--- src/rtl/asui_pkg.sv ---
`timescale 1ns / 1ps
// ----------------------------------------------------------------------------
// asui_pkg
// Shared codes and types for the set union / intersection block.
// ----------------------------------------------------------------------------
package asui_pkg;

	localparam int VALUE_W = 32;
	localparam int FUNC_W  = 3;

	// request codes carried on the func field
	localparam logic [FUNC_W-1:0] FUNC_CLEAR     = 3'd0;
	localparam logic [FUNC_W-1:0] FUNC_APPEND_A  = 3'd1;
	localparam logic [FUNC_W-1:0] FUNC_APPEND_B  = 3'd2;
	localparam logic [FUNC_W-1:0] FUNC_UNION     = 3'd3;
	localparam logic [FUNC_W-1:0] FUNC_INTERSECT = 3'd4;

	// one event from the sequencer to the result stage
	typedef struct packed {
		logic               fin;      // end of request, no element
		logic               dropped;  // sticky overflow flag at request time
		logic [VALUE_W-1:0] value;    // element value when fin is low
	} asui_ev_t;

endpackage

--- src/rtl/asui_core.sv ---
`timescale 1ns / 1ps
// ----------------------------------------------------------------------------
// asui_core
// List memories, counts and the compare sequencer for union / intersection.
// ----------------------------------------------------------------------------
module asui_core #(
	parameter int LIST_DEPTH = 16
) (
	input  logic                                 clk,
	input  logic                                 arst_n,
	input  logic                                 in_valid,
	output logic                                 in_ready,
	input  logic [asui_pkg::FUNC_W-1:0]          func,
	input  logic signed [asui_pkg::VALUE_W-1:0]  value,
	output logic                                 ev_valid,
	input  logic                                 ev_ready,
	output asui_pkg::asui_ev_t                   ev
);

	localparam int CW = $clog2(LIST_DEPTH + 1);
	localparam int AW = (LIST_DEPTH > 1) ? $clog2(LIST_DEPTH) : 1;
	localparam logic [CW-1:0] DEPTH_C = CW'(LIST_DEPTH);

	typedef enum logic [5:0] {
		ST_IDLE = 6'b000001,
		ST_RD   = 6'b000010,
		ST_KEY  = 6'b000100,
		ST_SCAN = 6'b001000,
		ST_EMIT = 6'b010000,
		ST_FIN  = 6'b100000
	} state_t;

	state_t                         state_q;
	logic [CW-1:0]                  count_a_q, count_b_q;
	logic                           ovf_q;
	logic                           is_union_q;
	logic                           phase_b_q;   // outer loop walks list B
	logic                           scan_b_q;    // scan walks list B
	logic                           scan2_q;     // union: second scan, earlier B
	logic [CW-1:0]                  i_q, j_q;
	logic [asui_pkg::VALUE_W-1:0]   key_q;
	logic                           rd_v_s1;

	logic [asui_pkg::VALUE_W-1:0]   mem_a [LIST_DEPTH];
	logic [asui_pkg::VALUE_W-1:0]   mem_b [LIST_DEPTH];
	logic [asui_pkg::VALUE_W-1:0]   rdata_a_s1, rdata_b_s1;

	logic                           in_fire;
	logic                           wr_a, wr_b;
	logic [CW-1:0]                  outer_cnt, scan_lim;
	logic [asui_pkg::VALUE_W-1:0]   scan_data;
	logic                           match, scan_more, outer_more;
	logic                           rd_a_en, rd_b_en;
	logic [AW-1:0]                  rd_a_addr, rd_b_addr;

	assign in_ready = (state_q == ST_IDLE);
	assign in_fire  = in_valid && in_ready;

	assign wr_a = in_fire && (func == asui_pkg::FUNC_APPEND_A) && (count_a_q < DEPTH_C);
	assign wr_b = in_fire && (func == asui_pkg::FUNC_APPEND_B) && (count_b_q < DEPTH_C);

	assign outer_cnt  = phase_b_q ? count_b_q : count_a_q;
	assign outer_more = (i_q < outer_cnt);
	assign scan_lim   = scan_b_q ? (scan2_q ? i_q : count_b_q) : count_a_q;
	assign scan_more  = (j_q < scan_lim);
	assign scan_data  = scan_b_q ? rdata_b_s1 : rdata_a_s1;
	assign match      = rd_v_s1 && (scan_data == key_q);

	always_comb begin
		rd_a_en   = 1'b0;
		rd_b_en   = 1'b0;
		rd_a_addr = j_q[AW-1:0];
		rd_b_addr = j_q[AW-1:0];
		case (state_q)
			ST_RD: begin
				rd_a_en   = outer_more && !phase_b_q;
				rd_b_en   = outer_more && phase_b_q;
				rd_a_addr = i_q[AW-1:0];
				rd_b_addr = i_q[AW-1:0];
			end
			ST_SCAN: begin
				rd_a_en = !match && scan_more && !scan_b_q;
				rd_b_en = !match && scan_more && scan_b_q;
			end
			default: begin
			end
		endcase
	end

	// list storage: one write port at the fill count, one registered read port
	always_ff @(posedge clk) begin
		if (wr_a)
			mem_a[count_a_q[AW-1:0]] <= value;
		if (rd_a_en)
			rdata_a_s1 <= mem_a[rd_a_addr];
	end

	always_ff @(posedge clk) begin
		if (wr_b)
			mem_b[count_b_q[AW-1:0]] <= value;
		if (rd_b_en)
			rdata_b_s1 <= mem_b[rd_b_addr];
	end

	assign ev_valid    = (state_q == ST_EMIT) || (state_q == ST_FIN);
	assign ev.fin      = (state_q == ST_FIN);
	assign ev.dropped  = ovf_q;
	assign ev.value    = key_q;

	always_ff @(posedge clk) begin
		if (state_q == ST_KEY)
			key_q <= phase_b_q ? rdata_b_s1 : rdata_a_s1;
	end

	always_ff @(posedge clk or negedge arst_n) begin
		if (!arst_n) begin
			state_q    <= ST_IDLE;
			count_a_q  <= '0;
			count_b_q  <= '0;
			ovf_q      <= 1'b0;
			is_union_q <= 1'b0;
			phase_b_q  <= 1'b0;
			scan_b_q   <= 1'b0;
			scan2_q    <= 1'b0;
			i_q        <= '0;
			j_q        <= '0;
			rd_v_s1    <= 1'b0;
		end else begin
			case (state_q)
				ST_IDLE: begin
					if (in_fire) begin
						case (func)
							asui_pkg::FUNC_CLEAR: begin
								count_a_q <= '0;
								count_b_q <= '0;
								ovf_q     <= 1'b0;
							end
							asui_pkg::FUNC_APPEND_A: begin
								if (wr_a)
									count_a_q <= count_a_q + 1'b1;
								else
									ovf_q <= 1'b1;
							end
							asui_pkg::FUNC_APPEND_B: begin
								if (wr_b)
									count_b_q <= count_b_q + 1'b1;
								else
									ovf_q <= 1'b1;
							end
							asui_pkg::FUNC_UNION: begin
								is_union_q <= 1'b1;
								phase_b_q  <= 1'b0;
								i_q        <= '0;
								state_q    <= ST_RD;
							end
							asui_pkg::FUNC_INTERSECT: begin
								is_union_q <= 1'b0;
								phase_b_q  <= 1'b0;
								i_q        <= '0;
								state_q    <= ST_RD;
							end
							default: begin
							end
						endcase
					end
				end
				ST_RD: begin
					if (outer_more) begin
						state_q <= ST_KEY;
					end else if (is_union_q && !phase_b_q) begin
						phase_b_q <= 1'b1;
						i_q       <= '0;
					end else begin
						state_q <= ST_FIN;
					end
				end
				ST_KEY: begin
					j_q     <= '0;
					rd_v_s1 <= 1'b0;
					scan2_q <= 1'b0;
					if (is_union_q && !phase_b_q) begin
						state_q <= ST_EMIT;
					end else begin
						// union checks B against A first; intersection scans B
						scan_b_q <= !is_union_q;
						state_q  <= ST_SCAN;
					end
				end
				ST_SCAN: begin
					if (match) begin
						rd_v_s1 <= 1'b0;
						if (is_union_q) begin
							i_q     <= i_q + 1'b1;
							state_q <= ST_RD;
						end else begin
							state_q <= ST_EMIT;
						end
					end else if (!scan_more) begin
						rd_v_s1 <= 1'b0;
						if (is_union_q && !scan2_q) begin
							// a B element equal to any earlier B element is
							// already out, either taken or found in A
							scan_b_q <= 1'b1;
							scan2_q  <= 1'b1;
							j_q      <= '0;
						end else if (is_union_q) begin
							state_q <= ST_EMIT;
						end else begin
							i_q     <= i_q + 1'b1;
							state_q <= ST_RD;
						end
					end else begin
						rd_v_s1 <= 1'b1;
						j_q     <= j_q + 1'b1;
					end
				end
				ST_EMIT: begin
					if (ev_ready) begin
						i_q     <= i_q + 1'b1;
						state_q <= ST_RD;
					end
				end
				ST_FIN: begin
					if (ev_ready)
						state_q <= ST_IDLE;
				end
				default: begin
					state_q <= ST_IDLE;
				end
			endcase
		end
	end

endmodule

--- src/rtl/asui_out.sv ---
`timescale 1ns / 1ps
// ----------------------------------------------------------------------------
// asui_out
// Holds one element back to mark the last word, and drives the result port.
// ----------------------------------------------------------------------------
module asui_out (
	input  logic                                 clk,
	input  logic                                 arst_n,
	input  logic                                 ev_valid,
	output logic                                 ev_ready,
	input  asui_pkg::asui_ev_t                   ev,
	output logic                                 out_valid,
	input  logic                                 out_ready,
	output logic signed [asui_pkg::VALUE_W-1:0]  value_res,
	output logic                                 valid_res,
	output logic                                 last,
	output logic                                 dropped
);

	logic                           pend_v_q;
	logic [asui_pkg::VALUE_W-1:0]   pend_value_q;
	logic                           pend_drop_q;

	logic                           out_valid_q;
	logic [asui_pkg::VALUE_W-1:0]   value_q;
	logic                           valid_res_q, last_q, dropped_q;

	logic out_free, ev_fire, load_out;

	assign out_free = !out_valid_q || out_ready;
	assign ev_ready = ev.fin ? out_free : (!pend_v_q || out_free);
	assign ev_fire  = ev_valid && ev_ready;
	assign load_out = ev_fire && (ev.fin || pend_v_q);

	always_ff @(posedge clk or negedge arst_n) begin
		if (!arst_n) begin
			pend_v_q    <= 1'b0;
			out_valid_q <= 1'b0;
		end else begin
			if (ev_fire)
				pend_v_q <= !ev.fin;
			if (load_out)
				out_valid_q <= 1'b1;
			else if (out_ready)
				out_valid_q <= 1'b0;
		end
	end

	always_ff @(posedge clk) begin
		if (ev_fire && !ev.fin) begin
			pend_value_q <= ev.value;
			pend_drop_q  <= ev.dropped;
		end
		if (load_out) begin
			if (pend_v_q) begin
				value_q     <= pend_value_q;
				valid_res_q <= 1'b1;
				dropped_q   <= pend_drop_q;
			end else begin
				value_q     <= '0;
				valid_res_q <= 1'b0;
				dropped_q   <= ev.dropped;
			end
			last_q <= ev.fin;
		end
	end

	assign out_valid = out_valid_q;
	assign value_res = value_q;
	assign valid_res = valid_res_q;
	assign last      = last_q;
	assign dropped   = dropped_q;

endmodule

--- src/rtl/array_set_union_intersection.sv ---
`timescale 1ns / 1ps
// ----------------------------------------------------------------------------
// array_set_union_intersection
// Two stored lists of signed words with union and intersection requests.
// ----------------------------------------------------------------------------
// Input channel (in_valid / in_ready, func, value): func clear empties both
// lists and the drop flag, append A / append B store value at the list tail
// (a full list drops the word and sets the sticky drop flag), union and
// intersection start a request. Unused func codes are ignored.
// Output channel (out_valid / out_ready): one word per result element; last
// marks the final word of a request, and an empty answer gives a single word
// with valid_res low. dropped reports the drop flag at request time.
// Clear and append give no word. A request walks the lists in two block
// RAMs (one registered read port each): a union emits each A element as
// read, then checks each B element against A and against the earlier B
// elements and emits it if no match is found; an intersection scans B for
// each A element and emits it on a match. The compare scans run linearly
// over the RAM read port.
// in_ready is low while a request runs.
// One element is held back so last can be set; a stalled receiver stalls the
// sequencer. Reset empties both lists and clears the drop flag; list RAM
// contents are not cleared.
// ----------------------------------------------------------------------------
module array_set_union_intersection #(
	parameter int LIST_DEPTH = 16
) (
	input  logic                                 clk,
	input  logic                                 arst_n,
	input  logic                                 in_valid,
	output logic                                 in_ready,
	input  logic [asui_pkg::FUNC_W-1:0]          func,
	input  logic signed [asui_pkg::VALUE_W-1:0]  value,
	output logic                                 out_valid,
	input  logic                                 out_ready,
	output logic signed [asui_pkg::VALUE_W-1:0]  value_res,
	output logic                                 valid_res,
	output logic                                 last,
	output logic                                 dropped
);

	// sequencer to result stage
	logic               ev_valid;
	logic               ev_ready;
	asui_pkg::asui_ev_t ev;

	// list RAMs, counts and compare sequencer
	asui_core #(
		.LIST_DEPTH (LIST_DEPTH)
	) u_core (
		.clk      (clk),
		.arst_n   (arst_n),
		.in_valid (in_valid),
		.in_ready (in_ready),
		.func     (func),
		.value    (value),
		.ev_valid (ev_valid),
		.ev_ready (ev_ready),
		.ev       (ev)
	);

	// hold back one element, mark last, register the output word
	asui_out u_out (
		.clk       (clk),
		.arst_n    (arst_n),
		.ev_valid  (ev_valid),
		.ev_ready  (ev_ready),
		.ev        (ev),
		.out_valid (out_valid),
		.out_ready (out_ready),
		.value_res (value_res),
		.valid_res (valid_res),
		.last      (last),
		.dropped   (dropped)
	);

endmodule

--- config.mk ---
export PLATFORM = sky130hd
export DESIGN_NAME = array_set_union_intersection
export DESIGN_NICKNAME = d
export VERILOG_FILES = /design/src/rtl/asui_pkg.sv /design/src/rtl/asui_core.sv /design/src/rtl/asui_out.sv /design/src/rtl/array_set_union_intersection.sv
export SDC_FILE = /design/constraint.sdc
export NUM_CORES = 2
export LEC_CHECK = 0
export BUFFER_PORTS_ARGS = -buffer_cell sky130_fd_sc_hd__buf_4
export CORE_ASPECT_RATIO = 0.75
export CORE_MARGIN = 8
export CORE_UTILIZATION = 40
export CTS_CLUSTER_SIZE = 8
export DETAILED_ROUTE_END_ITERATION = 8
export MAX_ROUTING_LAYER = met4
export SYNTH_ARGS = -nofsm -noshare
export SYNTH_HDL_FRONTEND = slang
export SYNTH_SLANG_ARGS = --single-unit
export TNS_END_PERCENT = 20
--- constraint.sdc ---
create_clock -name clk -period 15.8 [get_ports clk]
set_input_delay 0.79 -clock clk [delete_from_list [all_inputs] [get_ports clk]]
set_output_delay 0.79 -clock clk [all_outputs]
set_load 0.03 [all_outputs]
==> metrics.cfg <==
[setup_path]
required_ps=16240
crit_chain=nor4_2 > nand2_2 > a21oi_4 > buf_4 > buf_12 > buf_4 > buf_4 > mux4_2 > and2_1 > a211oi_1 > a31oi_1
endpoint_kind=register
rr_startpoint=u_core.state_q[2]
worst-path-stages=11
reg2reg_slack_ps=10320
timing.rr.end=u_core.rdata_b_s1[16]
crit_start=u_core.state_q[2]
path_class=register to register
r2r_cells=11
endpoint=u_core.rdata_b_s1[16]
cp_slowest_stage_delay_ps=830
cp_max_fo=127
critical_path_buf_inv_count=4
startpoint_type=register
cpMaxStageDelayCell=buf_4
critical_path.most_common_cell=buf_4
cp_data_arrival_time_ps=5920
crit_family=buffers and inverters

[routing]
ant_nets=0
vias=23858
drcViolationCount=0
dr.first_iter.drc_count=3216
vias_per_cell=5.832
wirelength_um=121000
firstDrtPassIters=6
post_drt_wl_per_cell_um=29.57

[synthesis]
syn_area_per_cell_sq_um=20.45
synth-async-reset-ratio_pct=2.782
ys_types=58
syn_area_sq_mm=0.04755
yosys_warnings=0
synthFlopType=edfxtp_1
synth_fp_nets=2382
synthCells=2325
ys_seq_elements=1222
synth-edff-count=1188
yosysSeqAreaShare_pct=76.81

[global_routing]
grt_use_met3_pct=4.985
grt_pass1_vias=24038
grt_pass1_wl_um=172200
grt_max_degree=129
track_usage_pct=18.77
overflow=0
antenna_found_initial=11
grt_use_met2_pct=26.53
use_met1_pct=26.79
busiest_layer=met1

[floorplanning]
fp.dieW_um=414.1
fp.dieH_um=314.6
core_sq_mm=0.1178
pin_count=76
dieArea_sq_mm=0.1303
rows=109
initial_core_util_pct=40.36

[sta]
max_freq_ghz=0.1824
skew_ps=25.34
period_needed_ps=5482
max_slew.worst_pin.slew_ps=1120
relSlewSlack_pct=24.65
hold_viol=0
period_share_pct=34.70
finalSetupTns_ps=0
rsz0062_at_grt=false
finalSetupViolCount=0
slew_violations=0
setup_ws_ps=10320

[clocking]
h-tree-depth=4
worstSkewPairLatency_ps=750
cts-root-buf=clkbuf_16
cts_tree=built
post_cts_buffers=0
cts.sinks=1222
clk_pin_slew_ps=50
post_cts_resized=0
cts_buffers=171
clk_path_buf_depth=3

[min_path]
min_path_cells=3
min_path_type=primary input to register

[power]
switching_share_pct=21.65
ir_drop_mv=0.1216
p_comb_share_pct=6.6
p_int_mw=5.781
power_switching_mw=1.597
pwr-share-seq_pct=49.9
powerDensity_mw_per_mm2=134.6
clkPwrFrac_pct=43.5
leakage_nw=17.72

[finish]
fillerInstances=9692
fin_util_pct=46.50
final_nets=2567
synthToLayoutAreaGrowth_pct=15.23
final_area_sq_mm=0.05479
drive_gt1_share_pct=26.06

[outcome]
outcome=completed

[placement]
dp_hpwl_um=60670
port_buffers=75
placed_cell_area_sq_mm=0.05021
dp_slack_ps=10270
finalWeightedCongestion=0.7697

[run]
cap_violations=0

-- layout by cell type, fill, tap and decap left out, types with 3 or more instances in the layout --
cell and count:
dfrtp_1 31, nor3_2 9, mux4_2 256, and2_1 101
a211oi_1 66, buf_12 3, a211o_1 3, xor2_1 4
nand3_1 14, nor3_1 7, nor2b_1 4, nor2_1 32
xnor2_1 27, mux2i_1 45, o21ai_0 15, nor4_1 6
mux2_2 34, o31ai_1 4, buf_4 129, nand2b_1 12
ha_1 18, nand4_1 4, mux2i_4 3, inv_1 12
a21oi_1 15, clkinv_8 3, nor4_2 3, nor2_4 24
diode_2 4, o22a_1 3, clkbuf_16 175, clkbuf_1 13
edfxtp_1 1188, nand2_1 161, a31oi_1 65
-- how the worst min path moves through the flow --
stage               slack, ps              from                     end
finish                    360           func[0]       u_core.is_union_q
floorplan                 420    u_out.pend_v_q         u_out.valid_res
global route              330           func[0]       u_core.is_union_q
detailed placement        480  u_core.key_q[29]  u_out.pend_value_q[29]
CTS                       290           func[0]       u_core.is_union_q
global placement          460  u_core.key_q[27]  u_out.pend_value_q[27]
-- layout make-up --
cell class	count	area, sq um	area share (%)
clock buffers	188	4428	8.081
multi-input cells	969	10660	19.46
repair buffers	133	1039	1.895
well taps	1554	1944	3.549
diodes	4	10.01	0.01827
flip-flops and latches	1222	36530	66.67
inverters	13	48.80	0.08906
clock inverters	8	133.9	0.2443
-- metal layers --
metal / wire [um] / share of wire, % / up-vias
met2: 52590 / 43 / 1159
met5: 0 / 0 / -
met1: 53380 / 44 / 12675
met3: 12240 / 10 / 206
met4: 2767 / 2.3 / 0
li1: - / - / 9818
-- logic make-up (layout without fill, tap and decap cells) --
kind of cell	count (synthesis)	in the layout	share of synthesized area [%]
DFF	1222	1222	76.81
and+or+nand+nor	391	391	4.023
muxes	339	339	13.96
AOI/OAI and AO/OA	190	190	2.729
buffers and inverters	134	342	1.429
xor gates and xnor gates	31	31	0.5710
adders and majority gates	18	18	0.4736
other	0	4	0
-- sequential cells by signal (all words and copies together), names as in the netlist, 5 cells and up --
name and count:
u_core.count_a_q 5, u_core.count_b_q 5, u_core.i_q 5, u_core.j_q 5
u_core.key_q 32, u_core.mem_a 512, u_core.mem_b 512, u_core.rdata_a_s1 32
u_core.rdata_b_s1 32, u_core.state_q 6, u_out.pend_value_q 32, u_out.value_res 32
-- through the flow --
step	hold WS [ps]	power, mW	std cells
global placement	463.7	4.212	3890
finish	356.3	7.378	4091
CTS	289.2	7.443	4087
global route	330.3	7.605	4091
detailed placement	480.9	4.228	3890
floorplan	423.1	4.049	2325
-- Yosys cell counts, types with 27 or more instances --
| cell | instances | area, sq um |
|---|---|---|
| a211oi_1 | 66 | 495.5 |
| a31oi_1 | 65 | 406.6 |
| and2_1 | 101 | 631.9 |
| clkbuf_1 | 67 | 251.5 |
| dfrtp_1 | 33 | 825.8 |
| edfxtp_1 | 1188 | 35670 |
| mux2_2 | 35 | 394.1 |
| mux2i_1 | 48 | 480.5 |
| mux4_2 | 256 | 5766 |
| nand2_1 | 161 | 604.3 |
| nor2_1 | 56 | 210.2 |
| xnor2_1 | 27 | 236.5 |
-- worst reg2reg max path: cells and delay by family (launching register included) --
family / cells / cell delay (ps)
AO/OA/AOI/OAI: 3 / 560
multiplexers: 1 / 430
flip-flops: 1 / 450
AND/OR/NAND/NOR: 3 / 1040
buffers and inverters: 4 / 2700
-- power groups by stage --
stage,logic [mW],clock network (mW),registers [mW]
finish,0.489,3.21,3.68
global route,0.530,3.39,3.68
CTS,0.492,3.27,3.68
detailed placement,0.490,0,3.74
global placement,0.478,0,3.73
floorplan,0.342,0,3.71
-- repair_timing --
| item | CTS | global route |
|---|---|---|
| hold endpoints to repair | 33 | 0 |
| endpoints found under the setup margin | 0 | 0 |
| hold buffers | 1 | 0 |
Power figures use the tool's default switching activity.
